===== config.mk =====
export PLATFORM = sky130hd
export DESIGN_NAME = asb_div
export DESIGN_NICKNAME = d
export VERILOG_FILES = /design/src/rtl/assert_macros.svh /design/src/rtl/asb_div.sv
export SDC_FILE = /design/constraint.sdc
export NUM_CORES = 2
export LEC_CHECK = 0
export BUFFER_PORTS_ARGS = -buffer_cell sky130_fd_sc_hd__buf_2
export CAP_MARGIN = 20
export CORE_MARGIN = 3
export CORE_UTILIZATION = 56
export DETAILED_ROUTE_END_ITERATION = 16
export HOLD_SLACK_MARGIN = 0.06
export PLACE_DENSITY_LB_ADDON = 0.15
export SKIP_CTS_REPAIR_TIMING = 1
export SYNTH_ARGS = -nofsm -noshare
export SYNTH_HDL_FRONTEND = slang
export SYNTH_SLANG_ARGS = --single-unit

===== constraint.sdc =====
create_clock -name clk -period 3.6 [get_ports clk]
set_input_delay 1.08 -clock clk [delete_from_list [all_inputs] [get_ports clk]]
set_output_delay 1.08 -clock clk [all_outputs]
set_load 0.1 [all_outputs]

===== src/rtl/assert_macros.svh =====
// Assertion macros used by the top-level RTL file.
`ifndef ASSERT_MACROS_SVH
`define ASSERT_MACROS_SVH
`ifndef SYNTH
`define ASSERT_IMPLIES(lbl, ck, rs, a, c) \
  lbl: assert property (@(posedge ck) disable iff (!rs) (a) |-> (c)) \
    else $error("implication check failed");
`define ASSERT_NEVER(lbl, ck, rs, a) \
  lbl: assert property (@(posedge ck) disable iff (!rs) !(a)) \
    else $error("forbidden condition seen");
`else
`define ASSERT_IMPLIES(lbl, ck, rs, a, c)
`define ASSERT_NEVER(lbl, ck, rs, a)
`endif
`endif


===== src/rtl/asb_div.sv =====
// Pipelined restoring divider, one quotient bit per stage.
`default_nettype none
module asb_div #(
  parameter int DW  = 25,
  parameter int QB  = 18,
  parameter int SBW = 8
) (
  input  wire logic           clk,
  input  wire logic           rst_n,
  input  wire logic           in_valid,
  input  wire logic [DW-1:0]  in_rem,
  input  wire logic [QB-1:0]  in_lo,
  input  wire logic [DW-1:0]  in_den,
  input  wire logic [SBW-1:0] in_sb,
  output logic                out_valid,
  output logic [QB-1:0]       out_q,
  output logic [SBW-1:0]      out_sb
);

  logic           v_r   [QB];
  logic [DW-1:0]  rem_r [QB];
  logic [QB-1:0]  lo_r  [QB];
  logic [QB-1:0]  q_r   [QB];
  logic [DW-1:0]  den_r [QB];
  logic [SBW-1:0] sb_r  [QB];

  for (genvar k = 0; k < QB; k++) begin : g_stage
    logic           v_i;
    logic [DW-1:0]  rem_i, den_i, rem_nxt;
    logic [QB-1:0]  lo_i, q_i, lo_nxt, q_nxt;
    logic [SBW-1:0] sb_i;
    logic [DW:0]    trial, diff;
    logic           ge;

    if (k == 0) begin : g_head
      assign v_i   = in_valid;
      assign rem_i = in_rem;
      assign lo_i  = in_lo;
      assign q_i   = '0;
      assign den_i = in_den;
      assign sb_i  = in_sb;
    end else begin : g_body
      assign v_i   = v_r[k-1];
      assign rem_i = rem_r[k-1];
      assign lo_i  = lo_r[k-1];
      assign q_i   = q_r[k-1];
      assign den_i = den_r[k-1];
      assign sb_i  = sb_r[k-1];
    end

    assign trial   = {rem_i, lo_i[QB-1]};
    assign diff    = trial - {1'b0, den_i};
    assign ge      = trial >= {1'b0, den_i};
    assign rem_nxt = ge ? diff[DW-1:0] : trial[DW-1:0];
    assign lo_nxt  = {lo_i[QB-2:0], 1'b0};
    assign q_nxt   = {q_i[QB-2:0], ge};

    always_ff @(posedge clk) begin
      if (!rst_n) begin
        v_r[k] <= 1'b0;
      end else begin
        v_r[k] <= v_i;
      end
    end

    always_ff @(posedge clk) begin
      rem_r[k] <= rem_nxt;
      lo_r[k]  <= lo_nxt;
      q_r[k]   <= q_nxt;
      den_r[k] <= den_i;
      sb_r[k]  <= sb_i;
    end
  end

  assign out_valid = v_r[QB-1];
  assign out_q     = q_r[QB-1];
  assign out_sb    = sb_r[QB-1];

endmodule
`default_nettype wire


==> results.sh <==
export IMPL_outcome="complete, no violations"
export IMPL_clockBufferDepth=3
export IMPL_yosysWarnings=0
export IMPL_synth_top_flop_cell="dfxtp_1"
export IMPL_core_area_sq_um=97000
export IMPL_report_final_slew_viol_count=0
export IMPL_drive_gt1_share_pct=11.4
export IMPL_setup_viol=0
export IMPL_async_flop_share_pct=0
export IMPL_clock_fmax_mhz=286
export IMPL_worstMarginPinSlew_ns=1.00
export IMPL_top_usage_layer="met2"
export IMPL_use_met1_pct=30.4
export IMPL_dr_pass1_iters=6
export IMPL_initial_core_util_pct=56.7
export IMPL_post_dp_cell_area_sq_um=57400
export IMPL_hold_path_class="flop to flop"
export IMPL_die_area_sq_um=102000
export IMPL_stdcell_area_sq_um=62400
export IMPL_syn_avg_cell_area_sq_um=9.87
export IMPL_synth_area_leaders="dfxtp_1, ha_1, inv_1"
export IMPL_maxSlewHeadroom_pct=32.6
export IMPL_htreeDepth=4
export IMPL_dr_total_vias=39000
export IMPL_hold_viol_final=0
export IMPL_wl_per_cell_microns=16.6
export IMPL_grt_ovfl_total=0
export IMPL_insertion_delay_ns=0.76
export IMPL_tritoncts="built"
export IMPL_dp_hpwl_mm=91.3
export IMPL_gp_congestion=0.916
export IMPL_syn_area_sq_um=54900
export IMPL_crit_fanout=23
export IMPL_synth_cell_types=93
export IMPL_fin_skew_ns=0.0391
export IMPL_crit_arrival_ns=4.12
export IMPL_synth_edf_count=0
export IMPL_path_clk_slew_ns=0.06
export IMPL_n_fill_cell=7946
export IMPL_synth_area_leader_cell="dfxtp_1"
export IMPL_vias_per_cell=5.44
export IMPL_grt_max_degree=47
export IMPL_antenna_found_initial=6
export IMPL_min_period_ns=3.49
export IMPL_use_met2_pct=37.4
export IMPL_critPathRequiredTime_ns=4.22
export IMPL_postRouteAntennaNets=0
export IMPL_fin_ws_ns=0.107
export IMPL_ir_drop_v=0.000523
export IMPL_fp_dieW_microns=319
export IMPL_grt_util_met3_pct=4.56
export IMPL_drt_iter0_drc=2455
export IMPL_yosysMostFrequentCell="dfxtp_1"
export IMPL_ys_ff_latch=1336
export IMPL_synth_commonest_cells="dfxtp_1, inv_1, ha_1"
export IMPL_die_h_microns=319
export IMPL_startpoint_type="flop"
export IMPL_cts_sinks=1336
export IMPL_min_period_over_period_pct=97.0
export IMPL_cts_root_buf="clkbuf_16"
export IMPL_power_density_nw_per_um2=1030
export IMPL_critical_path_class="flop to flop"
export IMPL_fin_nets=6331
export IMPL_grt_pass1_vias=37600
export IMPL_area_growth_pct=13.6
export IMPL_netlist_area_leader_share_pct=48.7
export IMPL_p_leak_nw=28.9
export IMPL_maxCapViolations=0
export IMPL_io_buffers=105
export IMPL_wl_mm=119
export IMPL_tns_ns=0
export IMPL_core_rowCount=114
export IMPL_seq_area_frac_synth_pct=48.7
export IMPL_syn_inst=5566
export IMPL_numCtsBuffers=139
export IMPL_grtUsageTotal_pct=23.0
export IMPL_io_pins=106
export IMPL_pre_cts_ws_ns=-0.0908
export IMPL_syn_nets=6112
export IMPL_cp_end_kind="flop"
export IMPL_grt_pass1_wl_mm=192
export IMPL_drc=0
-- layout by cell type (no fill, tap or decap), types with 139 or more instances in the layout --
master and count:
clkbuf_16 139, ha_1 450, a21oi_1 398, nor2_1 287
xnor2_1 205, nand2_1 361, dfxtp_1 1336, mux2_2 193
o21ai_0 338, inv_1 582, a21o_1 220
-- metrics by stage --
| step | power, mW | instances | utilization (%) | hold WS (ns) |
|---|---|---|---|---|
| after floorplan | 42.5 | 5566 | - | 0.310 |
| after global placement | 48.8 | 6917 | 59.2 | 0.310 |
| after detailed placement | 49.2 | 6917 | 59.2 | 0.312 |
| after CTS | 64.4 | 7166 | 64.2 | 0.310 |
| after global routing | 69.0 | 7169 | 64.3 | 0.323 |
| final | 64.4 | 7171 | 64.3 | 0.321 |
-- final cells by class --
| class | count | area, sq um | area share [%] |
|---|---|---|---|
| Clock inverter | 74 | 1110 | 1.78 |
| Clock buffer | 175 | 3770 | 6.05 |
| Antenna cell | 2 | 5.00 | 0.00802 |
| Sequential cell | 1336 | 26700 | 42.9 |
| Tap cell | 1276 | 1600 | 2.56 |
| Multi-Input combinational cell | 3536 | 25600 | 41.1 |
| Timing Repair Buffer | 189 | 1340 | 2.15 |
| Inverter | 583 | 2190 | 3.51 |
-- critical path, cell delays in order, from the launching register on --
cell	delay, ns
dfxtp_1	0.30
inv_1	0.06
ha_1	0.18
inv_1	0.06
fa_1	0.41
a21o_1	0.20
a221o_1	0.39
a221oi_4	0.43
a211oi_2	0.17
o31ai_2	0.27
a21oi_1	0.12
a21oi_2	0.23
buf_12	0.19
mux2_2	0.34
-- sequential cells by signal, summed over array words and instances, names as in the netlist --
name,cells
rem_r,425
v_r,18
q_r,171
den_r,425
lo_r,153
sb_r,144
-- per-layer routing --
metal / share of wire, % / wire length, microns
met1: 46 / 54900
met4: 3.2 / 3780
met3: 5.3 / 6380
met5: 0.040 / 48
met2: 45 / 54200
-- cells by family (layout without fill, tap and decap cells) --
logic type | count (synthesis) | in the layout | share of synthesized area (%)
compound gates | 1373 | 1373 | 15.9
xor+xnor | 338 | 338 | 5.39
flops | 1336 | 1336 | 48.7
fa+ha+maj | 467 | 467 | 10.9
mux | 215 | 215 | 4.36
other cells | 0 | 2 | 0
buf+inv | 694 | 1021 | 4.88
simple gates | 1143 | 1143 | 9.98
-- path summary, 6_finish.rpt --
path                                    from  slack (ns)             to  cells after the start
worst max-delay path            lo_r[15][16]        0.11  rem_r[16][11]                     13
worst min-delay path             q_r[15][11]        0.32    q_r[16][12]                      0
worst max register to register  lo_r[15][16]        0.11  rem_r[16][11]                     13
worst min register to register   q_r[15][11]        0.32    q_r[16][12]                      0
-- power by group --
part	total (mW)	leakage (nW)	switching, mW	internal (mW)
combinational	28.7	15.3	15.9	12.9
sequential	20.9	11.3	2.08	18.8
clock	14.8	2.36	6.02	8.74
total	64.4	28.9	24.0	40.5
(Power assumes the default switching activity.)
