$ cat config.mk
export PLATFORM = sky130hd
export DESIGN_NAME = asb_isqrt
export DESIGN_NICKNAME = d
export VERILOG_FILES = /design/src/rtl/assert_macros.svh /design/src/rtl/asb_isqrt.sv
export SDC_FILE = /design/constraint.sdc
export NUM_CORES = 2
export LEC_CHECK = 0
export ABC_AREA = 0
export BUFFER_PORTS_ARGS = -buffer_cell sky130_fd_sc_hd__buf_2
export CORE_ASPECT_RATIO = 0.8
export CORE_MARGIN = 3
export CORE_UTILIZATION = 55
export CTS_CLUSTER_SIZE = 20
export DETAILED_ROUTE_END_ITERATION = 8
export PLACE_DENSITY = 0.71
export SYNTH_ARGS = -nofsm -noshare
export SYNTH_HDL_FRONTEND = slang
export SYNTH_SLANG_ARGS = --single-unit
$ cat constraint.sdc
create_clock -name clk -period 3.95 [get_ports clk]
set_input_delay 0.79 -clock clk [delete_from_list [all_inputs] [get_ports clk]]
set_output_delay 0.79 -clock clk [all_outputs]
set_load 0.05 [all_outputs]
$ cat src/rtl/assert_macros.svh
// Assertion macros used by the top-level RTL file.
`ifndef ASSERT_MACROS_SVH
`define ASSERT_MACROS_SVH
`ifndef SYNTH
`define ASSERT_IMPLIES(lbl, ck, rs, a, c) \
  lbl: assert property (@(posedge ck) disable iff (!rs) (a) |-> (c)) \
    else $error("implication check failed");
`define ASSERT_NEVER(lbl, ck, rs, a) \
  lbl: assert property (@(posedge ck) disable iff (!rs) !(a)) \
    else $error("forbidden condition seen");
`else
`define ASSERT_IMPLIES(lbl, ck, rs, a, c)
`define ASSERT_NEVER(lbl, ck, rs, a)
`endif
`endif

$ cat src/rtl/asb_isqrt.sv
// Pipelined integer square root, one root bit per stage.
`default_nettype none
module asb_isqrt #(
  parameter int RW  = 21,
  parameter int SBW = 8
) (
  input  wire logic            clk,
  input  wire logic            rst_n,
  input  wire logic            in_valid,
  input  wire logic [2*RW-1:0] in_opnd,
  input  wire logic [SBW-1:0]  in_sb,
  output logic                 out_valid,
  output logic [RW-1:0]        out_root,
  output logic [SBW-1:0]       out_sb
);

  logic            v_r    [RW];
  logic [RW+1:0]   rem_r  [RW];
  logic [RW-1:0]   root_r [RW];
  logic [2*RW-1:0] op_r   [RW];
  logic [SBW-1:0]  sb_r   [RW];

  for (genvar k = 0; k < RW; k++) begin : g_stage
    logic            v_i;
    logic [RW+1:0]   rem_i, rem_nxt;
    logic [RW-1:0]   root_i, root_nxt;
    logic [2*RW-1:0] op_i, op_nxt;
    logic [SBW-1:0]  sb_i;
    logic [RW+3:0]   trial, cmp, diff;
    logic            ge;

    if (k == 0) begin : g_head
      assign v_i    = in_valid;
      assign rem_i  = '0;
      assign root_i = '0;
      assign op_i   = in_opnd;
      assign sb_i   = in_sb;
    end else begin : g_body
      assign v_i    = v_r[k-1];
      assign rem_i  = rem_r[k-1];
      assign root_i = root_r[k-1];
      assign op_i   = op_r[k-1];
      assign sb_i   = sb_r[k-1];
    end

    assign trial    = {rem_i, op_i[2*RW-1:2*RW-2]};
    assign cmp      = {2'b00, root_i, 2'b01};
    assign diff     = trial - cmp;
    assign ge       = trial >= cmp;
    assign rem_nxt  = ge ? diff[RW+1:0] : trial[RW+1:0];
    assign root_nxt = {root_i[RW-2:0], ge};
    assign op_nxt   = {op_i[2*RW-3:0], 2'b00};

    always_ff @(posedge clk) begin
      if (!rst_n) begin
        v_r[k] <= 1'b0;
      end else begin
        v_r[k] <= v_i;
      end
    end

    always_ff @(posedge clk) begin
      rem_r[k]  <= rem_nxt;
      root_r[k] <= root_nxt;
      op_r[k]   <= op_nxt;
      sb_r[k]   <= sb_i;
    end
  end

  assign out_valid = v_r[RW-1];
  assign out_root  = root_r[RW-1];
  assign out_sb    = sb_r[RW-1];

endmodule
`default_nettype wire

==> metrics.json <==
{
  "detailed_routing": {
    "wl_per_cell_um": 14.1,
    "drt_iter0_drc": 1647,
    "remaining_drc_errors": 0,
    "vias": 26800,
    "finalWirelength_um": 74000,
    "final_antenna_net_count": 0,
    "drt_first_pass_iters": 6,
    "drt-vias-per-instance": 5.11
  },
  "clock_network": {
    "cts_tree": "yes",
    "cts-root-buf": "sky130_fd_sc_hd__clkbuf_16",
    "hold_buffers": 0,
    "post-cts-setup-buffer-count": 0,
    "cts.sinks": 1271,
    "cts_buffers": 113,
    "clock_tree.buffer_depth": 3,
    "post_cts_resized": 0,
    "worstSkewPairLatency_ns": 0.68,
    "worst_setup_hold_path_clk_slew_ns": 0.06,
    "cts.htree.levels": 3
  },
  "global_routing": {
    "most_crowded_layer_after_global_routing": "met2",
    "gr-usage-met1": 0.254,
    "final_global_route_overflow_total": 0,
    "grt_first_pass_wirelength_um": 124000,
    "antenna_found_initial": 0,
    "grt.met2_usage": 0.281,
    "pin_count_of_the_biggest_net_entering_global_routing": 39,
    "grt_use_met3": 0.0341,
    "vias_in_the_first_global_route": 25900,
    "grt_usage": 0.179
  },
  "floorplanning": {
    "die_area_mm2": 0.0814,
    "fp.dieH_um": 256,
    "io_pins": 83,
    "area_of_the_core_mm2": 0.0763,
    "start_util": 0.562,
    "horizontal_die_dimension_um": 318,
    "row_count": 90
  },
  "yosys": {
    "synth_async_sr_flop_share": 0,
    "number_of_enable_flip_flop_cells_after_synthesis": 0,
    "netlist_instances": 3987,
    "yosysUniqueCellTypes": 74,
    "avgSynthCellArea_um2": 10.8,
    "synth_top_family_by_area": "simple AND/OR/NAND/NOR gates",
    "synth_mux_area_frac": 0.0115,
    "yosys_warnings": 0,
    "postSynthNetCount": 4293,
    "dominantRegCellSynth": "sky130_fd_sc_hd__dfxtp_1",
    "synth_adder_area_share": 0.0738,
    "synth-simple-area-share": 0.119,
    "ys_ff_latch": 1271,
    "synth_compound_area_frac": 0.102,
    "post_synth_xor_area_fraction": 0.0684,
    "synth.cell_area_mm2": 0.0429,
    "fraction_of_the_yosys_area_taken_by_sequential_cells": 0.593
  },
  "power_and_ir_drop": {
    "ir_drop_v": 0.000535,
    "clkPwrFrac": 0.356,
    "power_frac_comb": 0.146,
    "p_seq_frac": 0.498,
    "power_density_cells_mw_per_mm2": 663,
    "power.internal_mw": 23.7,
    "switching_power_share_of_the_total": 0.265,
    "power.leakage_nw": 22.6,
    "power.switching_mw": 8.53
  },
  "sta": {
    "fmax_mhz": 292,
    "setup_viol": 0,
    "worst_slew_pin_slew_ns": 0.810,
    "unrepaired_setup_endpoints_after_global_routing": "false",
    "worst_slew_margin_rel": 0.446,
    "worst_clock_skew_ns": 0.0336,
    "finalHoldViolations": 0,
    "post-route-min-period_ns": 3.42,
    "finalCritPeriodShare": 0.866,
    "final.setup.tns_ns": 0,
    "slew_violations": 0
  },
  "place": {
    "portBuffers": 82,
    "dp_cells": 5042,
    "gp_congestion": 0.864,
    "place.detailed.hpwl_um": 53200,
    "place_area_mm2": 0.0445
  },
  "cells_and_area": {
    "post_layout_nonfiller_instances": 5252,
    "most-common-layout-cells": "1,271 x sky130_fd_sc_hd__dfxtp_1, 303 x sky130_fd_sc_hd__inv_1, 253 x sky130_fd_sc_hd__ha_1",
    "layout-drive-gt1-share": 0.0868,
    "area_growth_syn_to_layout_pct": 13.3,
    "num_antenna_cells": 0,
    "leading_cell_type_in_the_layout_fill_and_taps_excluded": "sky130_fd_sc_hd__dfxtp_1",
    "nNetsFinal": 4451,
    "design_area_mm2": 0.0486
  },
  "run": {
    "max_capacitance_violation_count": 0
  },
  "worst_setup_path": {
    "worstSetupStartpointType": "register",
    "setup.worst_path.class": "register to register",
    "worst_path_max_delay_cell": "sky130_fd_sc_hd__a2111oi_0",
    "critical_path.max_fanout": 13,
    "endpoint_kind": "register",
    "cp_data_required_time_ns": 4.51,
    "timing.critical_path.cells": "inv_1, ha_1, a21oi_1, a211o_1, a31oi_1, a21o_1, a2111oi_0, and2_1, inv_2, mux2_2",
    "critical_path.max_stage_delay_ns": 0.72,
    "worstPathArrival_ns": 3.98
  },
  "min_path": {
    "worstHoldPathType": "input pin to register"
  },
  "status": {
    "outcome": "complete, no violations"
  }
}
==> logic make-up (layout without fill, tap and decap cells) <==
kind of cell	after synthesis	count (layout)
and+or+nand+nor	1005	1005
adders and majority gates	253	253
AOI/OAI and AO/OA	709	709
other	1	1
xor gates and xnor gates	335	335
buffers and inverters	368	621
DFF	1271	1271
muxes	45	45
==> state kept, by name (all words and copies together) (netlist names) <==
| name | cells |
|---|---|
| sb_r | 168 |
| rem_r | 431 |
| v_r | 21 |
| op_r | 420 |
| root_r | 231 |
==> metal layers <==
layer  wire length [um]  part of all wire
met1              37000              0.50
met2              31600              0.43
met3               3810             0.052
met4               1570             0.021
met5                  0                 0
==> critical path, delay by kind of cell, from the launching register on <==
family / cells / cell delay (ns)
AOI/OAI and AO/OA: 5 / 1.58
and+or+nand+nor: 1 / 0.55
adders and majority gates: 1 / 0.35
DFF: 1 / 0.32
muxes: 1 / 0.29
buffers and inverters: 2 / 0.19
==> cell usage after synthesis, types with 7 or more instances <==
library cell	n	area, um^2
sky130_fd_sc_hd__nor3_1	101	505
sky130_fd_sc_hd__inv_1	303	1140
sky130_fd_sc_hd__mux2i_1	10	100
sky130_fd_sc_hd__nor3b_1	8	60.1
sky130_fd_sc_hd__a2111oi_0	8	70.1
sky130_fd_sc_hd__o21ai_1	33	165
sky130_fd_sc_hd__o21ai_0	149	746
sky130_fd_sc_hd__nand4_1	39	244
sky130_fd_sc_hd__o21bai_1	14	105
sky130_fd_sc_hd__a211oi_1	25	188
sky130_fd_sc_hd__clkbuf_1	55	206
sky130_fd_sc_hd__dfxtp_1	1271	25400
sky130_fd_sc_hd__a21boi_0	12	90.1
sky130_fd_sc_hd__or2_2	23	144
sky130_fd_sc_hd__nand3_1	50	250
sky130_fd_sc_hd__xor2_1	146	1280
sky130_fd_sc_hd__nor4_1	58	363
sky130_fd_sc_hd__o31ai_1	19	143
sky130_fd_sc_hd__a21oi_1	227	1140
sky130_fd_sc_hd__nor4b_1	9	78.8
sky130_fd_sc_hd__and4_1	7	61.3
sky130_fd_sc_hd__a211o_1	10	87.6
sky130_fd_sc_hd__ha_1	253	3170
sky130_fd_sc_hd__o41ai_1	7	61.3
sky130_fd_sc_hd__xnor2_1	189	1660
sky130_fd_sc_hd__nand2b_1	61	382
sky130_fd_sc_hd__nand3b_1	17	128
sky130_fd_sc_hd__nor2b_1	32	200
sky130_fd_sc_hd__o211ai_1	16	120
sky130_fd_sc_hd__or3_1	30	188
sky130_fd_sc_hd__a31oi_1	21	131
sky130_fd_sc_hd__nand2_1	246	923
sky130_fd_sc_hd__nor2_1	229	860
sky130_fd_sc_hd__or4_1	27	203
sky130_fd_sc_hd__mux2_2	33	372
sky130_fd_sc_hd__o21a_1	50	375
sky130_fd_sc_hd__a21o_1	67	503
sky130_fd_sc_hd__and3_1	12	75.1
sky130_fd_sc_hd__and2_1	37	231
==> cell type report <==
class | count | area, um^2
Fill cell | 6094 | 27800
Sequential cell | 1271 | 25400
Multi-Input combinational cell | 2348 | 16100
Clock buffer | 151 | 3170
Tap cell | 1012 | 1270
Inverter | 307 | 1150
Clock inverter | 59 | 885
Timing Repair Buffer | 104 | 601
==> path summary, 6_finish.rpt <==
kind,from,end,slack (ns),cells after the start
setup reg to reg,root_r[2][22],rem_r[4][63],0.53,10
hold reg to reg,op_r[1][33],op_r[1][75],0.31,0
hold / removal,in_opnd[2],op_r[0][2],0.19,1
setup / recovery,root_r[2][22],rem_r[4][63],0.53,10
==> metrics by stage <==
step                      hold slack, ns  utilization  setup slack (ns)  power, mW
after CTS                          0.140        0.636             0.562       32.5
final                              0.194        0.636             0.530       32.2
after global routing               0.148        0.636             0.258       33.9
after floorplan                    0.310            -              1.08       19.6
after global placement             0.309        0.583             0.793       20.8
after detailed placement           0.312        0.583             0.595       20.9
==> power by group through the flow <==
| stage | Clock, mW | Sequential, mW | Combinational [mW] |
|---|---|---|---|
| after floorplan | 0 | 15.9 | 3.69 |
| after global placement | 0 | 16.3 | 4.54 |
| after detailed placement | 0 | 16.3 | 4.61 |
| after CTS | 11.8 | 16.1 | 4.66 |
| after global routing | 12.3 | 16.3 | 5.26 |
| final | 11.5 | 16.1 | 4.69 |
No activity file was read; power rests on OpenSTA's default activity.
