<file path="config.mk">
export PLATFORM = sky130hd
export DESIGN_NAME = asb_blend
export DESIGN_NICKNAME = d
export VERILOG_FILES = /design/src/rtl/assert_macros.svh /design/src/rtl/asb_pkg.sv /design/src/rtl/asb_blend.sv
export SDC_FILE = /design/constraint.sdc
export NUM_CORES = 2
export LEC_CHECK = 0
export BUFFER_PORTS_ARGS = -buffer_cell sky130_fd_sc_hd__buf_2
export CAP_MARGIN = 10
export CELL_PAD_IN_SITES_DETAIL_PLACEMENT = 0
export CELL_PAD_IN_SITES_GLOBAL_PLACEMENT = 1
export CORE_ASPECT_RATIO = 1.25
export CORE_MARGIN = 3
export CORE_UTILIZATION = 30
export DETAILED_ROUTE_END_ITERATION = 8
export GPL_ROUTABILITY_DRIVEN = 0
export HOLD_SLACK_MARGIN = 0.15
export PLACE_DENSITY = 0.51
export REMOVE_ABC_BUFFERS = 1
export SYNTH_ARGS = -nofsm -noshare
export SYNTH_HDL_FRONTEND = slang
export SYNTH_SLANG_ARGS = --single-unit
</file>
<file path="constraint.sdc">
create_clock -name clk -period 14.1 [get_ports clk]
set_input_delay 1.41 -clock clk [delete_from_list [all_inputs] [get_ports clk]]
set_output_delay 1.41 -clock clk [all_outputs]
set_load 0.05 [all_outputs]
</file>
<file path="src/rtl/assert_macros.svh">
// Assertion macros used by the top-level RTL file.
`ifndef ASSERT_MACROS_SVH
`define ASSERT_MACROS_SVH
`ifndef SYNTH
`define ASSERT_IMPLIES(lbl, ck, rs, a, c) \
  lbl: assert property (@(posedge ck) disable iff (!rs) (a) |-> (c)) \
    else $error("implication check failed");
`define ASSERT_NEVER(lbl, ck, rs, a) \
  lbl: assert property (@(posedge ck) disable iff (!rs) !(a)) \
    else $error("forbidden condition seen");
`else
`define ASSERT_IMPLIES(lbl, ck, rs, a, c)
`define ASSERT_NEVER(lbl, ck, rs, a)
`endif
`endif

</file>
<file path="src/rtl/asb_pkg.sv">
// Shared types and constants for the antialiased shape pixel blend.
`default_nettype none
package asb_pkg;

  localparam int CFG_DATA_BITS  = 24;
  localparam int CFG_INDEX_BITS = 3;
  localparam int RGB_BITS       = 24;
  localparam int CH_BITS        = 8;

  localparam int D_LIMIT      = 512;
  localparam int U_BITS       = 10;
  localparam int U2_BITS      = 20;
  localparam int W_BITS       = 11;
  localparam int NUM_BITS     = 28;
  localparam int NUM_TOP      = 27;
  localparam int CUBIC_BASE   = 1536;
  localparam int RADIUS_SHIFT = 8;
  localparam int DIST_SHIFT   = 16;
  localparam int QUO_BITS     = 18;
  localparam int GEOM_STAGES  = 6;
  localparam int BLEND_STAGES = 5;

  typedef enum logic [CFG_INDEX_BITS-1:0] {
    CFG_SHAPE_MODE    = 3'd0,
    CFG_POINT_A_X     = 3'd1,
    CFG_POINT_A_Y     = 3'd2,
    CFG_POINT_B_X     = 3'd3,
    CFG_POINT_B_Y     = 3'd4,
    CFG_CIRCLE_RADIUS = 3'd5,
    CFG_DRAW_COLOR    = 3'd6
  } asb_cfg_idx_t;

  typedef enum logic [1:0] {
    MODE_LINE    = 2'd0,
    MODE_OUTLINE = 2'd1,
    MODE_FILLED  = 2'd2
  } asb_mode_t;

  typedef struct packed {
    logic use_q;
    logic far;
    logic blank;
  } asb_flags_t;

endpackage
`default_nettype wire

</file>
<file path="src/rtl/asb_blend.sv">
// Distance to coverage, smoothstep alpha and colour blend.
`default_nettype none
module asb_blend
  import asb_pkg::*;
#(
  parameter int CW = 12,
  parameter int FB = 16,
  parameter int RW = 21
) (
  input  wire logic                clk,
  input  wire logic                rst_n,
  input  wire logic                in_valid,
  input  wire logic [RW-1:0]       root,
  input  wire asb_flags_t          flags,
  input  wire logic [RGB_BITS-1:0] in_rgb,
  input  wire logic [1:0]          mode,
  input  wire logic [CW-1:0]       radius,
  input  wire logic [RGB_BITS-1:0] color,
  output logic                     out_valid,
  output logic [CH_BITS-1:0]       out_red,
  output logic [CH_BITS-1:0]       out_green,
  output logic [CH_BITS-1:0]       out_blue
);

  localparam int PB = FB + 1 + CH_BITS;

  // stage 1: distance and u
  logic                v1_r, cov;
  logic [RW-1:0]       rfix, d;
  logic [U_BITS-1:0]   u1_r, u_nxt;
  logic [RGB_BITS-1:0] rgb1_r;

  always_comb begin
    rfix = {{(RW-CW-RADIUS_SHIFT){1'b0}}, radius, {RADIUS_SHIFT{1'b0}}};
    d    = root;
    cov  = 1'b0;
    unique case (mode)
      MODE_LINE: begin
        d   = (flags.use_q && flags.far) ? RW'(D_LIMIT) : root;
        cov = 1'b1;
      end
      MODE_OUTLINE: begin
        d   = (root >= rfix) ? root - rfix : rfix - root;
        cov = 1'b1;
      end
      MODE_FILLED: begin
        d   = (root > rfix) ? root - rfix : '0;
        cov = 1'b1;
      end
      default: begin
        d   = root;
        cov = 1'b0;
      end
    endcase
    if (flags.blank || (d >= RW'(D_LIMIT))) begin
      cov = 1'b0;
    end
    u_nxt = cov ? (U_BITS'(D_LIMIT) - {1'b0, d[U_BITS-2:0]}) : '0;
  end

  always_ff @(posedge clk) begin
    if (!rst_n) begin
      v1_r <= 1'b0;
    end else begin
      v1_r <= in_valid;
    end
  end

  always_ff @(posedge clk) begin
    u1_r   <= u_nxt;
    rgb1_r <= in_rgb;
  end

  // stage 2: u squared and cubic weight
  logic                v2_r;
  logic [U2_BITS-1:0]  u2_r;
  logic [W_BITS-1:0]   w2_r;
  logic [RGB_BITS-1:0] rgb2_r;

  always_ff @(posedge clk) begin
    if (!rst_n) begin
      v2_r <= 1'b0;
    end else begin
      v2_r <= v1_r;
    end
  end

  always_ff @(posedge clk) begin
    u2_r   <= u1_r * u1_r;
    w2_r   <= W_BITS'(CUBIC_BASE) - {u1_r, 1'b0};
    rgb2_r <= rgb1_r;
  end

  // stage 3: numerator
  logic                        v3_r;
  logic [U2_BITS+W_BITS-1:0]   num_full;
  logic [NUM_BITS-1:0]         num3_r;
  logic [RGB_BITS-1:0]         rgb3_r;

  assign num_full = u2_r * w2_r;

  always_ff @(posedge clk) begin
    if (!rst_n) begin
      v3_r <= 1'b0;
    end else begin
      v3_r <= v2_r;
    end
  end

  always_ff @(posedge clk) begin
    num3_r <= num_full[NUM_BITS-1:0];
    rgb3_r <= rgb2_r;
  end

  // stage 4: alpha and weighted channels
  logic               v4_r;
  logic [FB:0]        alpha, nalpha;
  logic [CH_BITS-1:0] old_ch [3];
  logic [CH_BITS-1:0] col_ch [3];
  logic [PB-1:0]      po_r   [3];
  logic [PB-1:0]      pc_r   [3];

  assign alpha  = num3_r[NUM_TOP -: FB+1];
  assign nalpha = {1'b1, {FB{1'b0}}} - alpha;

  always_comb begin
    for (int k = 0; k < 3; k++) begin
      old_ch[k] = rgb3_r[RGB_BITS-1-CH_BITS*k -: CH_BITS];
      col_ch[k] = color[RGB_BITS-1-CH_BITS*k -: CH_BITS];
    end
  end

  always_ff @(posedge clk) begin
    if (!rst_n) begin
      v4_r <= 1'b0;
    end else begin
      v4_r <= v3_r;
    end
  end

  always_ff @(posedge clk) begin
    for (int k = 0; k < 3; k++) begin
      po_r[k] <= old_ch[k] * nalpha;
      pc_r[k] <= col_ch[k] * alpha;
    end
  end

  // stage 5: sum and truncate
  logic               v5_r;
  logic [PB:0]        sum [3];
  logic [CH_BITS-1:0] ch5_r [3];

  always_comb begin
    for (int k = 0; k < 3; k++) begin
      sum[k] = {1'b0, po_r[k]} + {1'b0, pc_r[k]};
    end
  end

  always_ff @(posedge clk) begin
    if (!rst_n) begin
      v5_r <= 1'b0;
    end else begin
      v5_r <= v4_r;
    end
  end

  always_ff @(posedge clk) begin
    for (int k = 0; k < 3; k++) begin
      ch5_r[k] <= sum[k][FB+CH_BITS-1:FB];
    end
  end

  assign out_valid = v5_r;
  assign out_red   = ch5_r[0];
  assign out_green = ch5_r[1];
  assign out_blue  = ch5_r[2];

endmodule
`default_nettype wire

</file>
==> impl_metrics.tcl <==
set metrics [dict create \
    wl_mm 114 \
    max_freq_mhz 150 \
    skew_ps 37.5 \
    grt_pass1_wl_mm 185 \
    min_path_type "reg2reg" \
    synth_area_sq_um 42700 \
    htree_levels 2 \
    grt_max_degree 51 \
    final_layout_size_suffix_gt1_frac 0.0581 \
    tightest_slew_ps 1050 \
    synthToLayoutAreaGrowth_pct 9.49 \
    slew_headroom 0.293 \
    finalSetupViolations 0 \
    min_path_cells 0 \
    first_iter_violations 908 \
    wire_per_inst_um 17.3 \
    yosysWarningCount 0 \
    drcViolationCount 0 \
    synth_flop_cell "dfxtp_1" \
    initial_core_util 0.303 \
    clkTransAtPathRegs_ps 60 \
    netlist_instances 4650 \
    slew_violations 0 \
    first_pass_iters 5 \
    worstHoldStart "rgb2_r[18]" \
    timing.rr.start "w2_r[2]" \
    first_global_vias 33362 \
    synth-edff-count 0 \
    fp-row-count 154 \
    clock_latency_ps 620 \
    cp-start-kind "register" \
    setup_tns_ps 0 \
    synth_top_area_cell "fa_1" \
    fp.dieH_um 428 \
    syn_area_per_cell_sq_um 9.18 \
    rr_endpoint "num3_r[26]" \
    final_antenna_net_count 0 \
    synth-seq-area-share 0.141 \
    core-area_sq_um 141000 \
    portBuffers 113 \
    fin_crit_sh 0.474 \
    cts_root_buffer "clkbuf_16" \
    drv_cap 0 \
    synth.distinct_cells 72 \
    status "completed" \
    crit_fanout 18 \
    antenna_found_initial 10 \
    num_vias 29906 \
    crit_path_end_kind "register" \
    fin_nets 5920 \
    async_reset_ff_frac 0 \
    rsz0062_at_grt "no" \
    clk_path_buf_depth 3 \
    holdBufCountCts 0 \
    io_pins 114 \
    dp.cells 6481 \
    reg2reg_depth 19 \
    synth_top_area_frac 0.334 \
    r2r_setup_slack_ps 7410 \
    clock_sinks 300 \
    dieArea_sq_um 147000 \
    drt-vias-per-instance 4.56 \
    layout_common_cells "inv_1, fa_1, and2_1" \
    yosys-top-cells-area "fa_1, dfxtp_1, ha_1, and2_1, inv_1" \
    numCtsBuffers 40 \
    hold_path_end "old_ch[18]" \
    hold_viol 0 \
    instances_no_fill 6560 \
    grt_remaining_overflow 0 \
    mostFrequentLayoutCell "inv_1" \
    post_cts_buffers 0 \
    die_w_um 343 \
    ys_ff_latch 300 \
    arrival_ps 7230 \
    tritoncts "done" \
    required_ps 14650 \
    post_cts_resized 0 \
    grt.total_usage 0.160 \
    criticalPathCategory "reg2reg" \
    post-dp-hpwl_mm 90.0 \
    fin_crit_ps 6690 \
]
-- flip-flops by register name, indices dropped and copies added, names as in the netlist --
register,flops
pc_r,72
po_r,72
ch5_r,24
old_ch,24
rgb1_r,24
rgb2_r,24
u2_r,19
num3_r,17
u1_r,10
w2_r,9
out_valid,1
v1_r,1
v2_r,1
v3_r,1
v4_r,1
-- layer usage --
metal	global-route usage	up-vias	share of wire	wire length [um]
met4	0.0344	4	0.019	2110
met5	0	-	0.00018	21
met2	0.307	338	0.53	60400
met3	0.0191	113	0.029	3260
li1	-	14420	-	-
met1	0.189	15031	0.42	47900
-- synth_stat cells (all sizes together), types with 11 or more instances --
library cell	number
o21a	29
dfxtp	300
or2	15
fa	712
or3	17
inv	774
nor2	130
clkbuf	188
nand2	488
a31o	14
nand3	43
a31oi	21
a21o	48
and2	654
xnor2	168
ha	468
nor3	62
a311oi	11
nor2b	24
o21ai	71
a211oi	21
and3	18
nand2b	23
a21oi	132
xor2	63
-- kinds of logic after synthesis --
family | Yosys count | synth area share
AOI/OAI and AO/OA | 444 | 0.0689
xor gates and xnor gates | 231 | 0.0474
adders and majority gates | 1180 | 0.471
buffers and inverters | 969 | 0.0854
DFF | 300 | 0.141
muxes | 2 | 0.000498
and+or+nand+nor | 1524 | 0.186
-- worst max-delay path by stage --
stage,startpoint,cells past startpoint,slack (ps),endpoint
floorplan,num3_r[11],21,7790,po_r[0][48]
global placement,w2_r[2],19,7350,num3_r[26]
detailed placement,w2_r[2],19,7350,num3_r[26]
CTS,w2_r[2],19,7340,num3_r[26]
global route,w2_r[2],19,6930,num3_r[26]
finish,w2_r[2],19,7410,num3_r[26]
-- per-stage QoR --
| stage | cell area (sq um) | hold slack, ps | setup WS (ps) | utilization |
|---|---|---|---|---|
| after global placement | 45300 | 310 | 7350 | 0.321 |
| after global routing | 46700 | 331 | 6930 | 0.331 |
| after CTS | 46700 | 326 | 7340 | 0.331 |
| final | 46700 | 323 | 7410 | 0.331 |
| after floorplan | 41900 | 310 | 7790 | - |
| after detailed placement | 45300 | 312 | 7350 | 0.321 |
-- layout make-up --
cell class	count	area, sq um
Tap cell	1872	2340
Inverter	774	2910
Antenna cell	6	15.0
Timing Repair Buffer	154	873
Sequential cell	300	6010
Multi-Input combinational cell	3381	33100
Fill cell	14843	94300
Clock buffer	51	1100
Clock inverter	22	339
-- critical path, stage by stage, from the launching register on --
cell and delay [ps]:
dfxtp_1 710, nand2_1 170, fa_1 550, inv_1 50
fa_1 490, inv_1 50, fa_1 480, fa_1 490
inv_1 50, fa_1 440, ha_1 200, a2111oi_0 500
a311oi_1 330, a221o_1 460, a41o_1 310, o41a_1 380
and4_1 260, or3_1 380, a21oi_1 180, xnor2_1 130
Power is left out: the tool's default activity adds up to more than one toggle a clock period on the data nets, which glitch-free logic cannot reach.
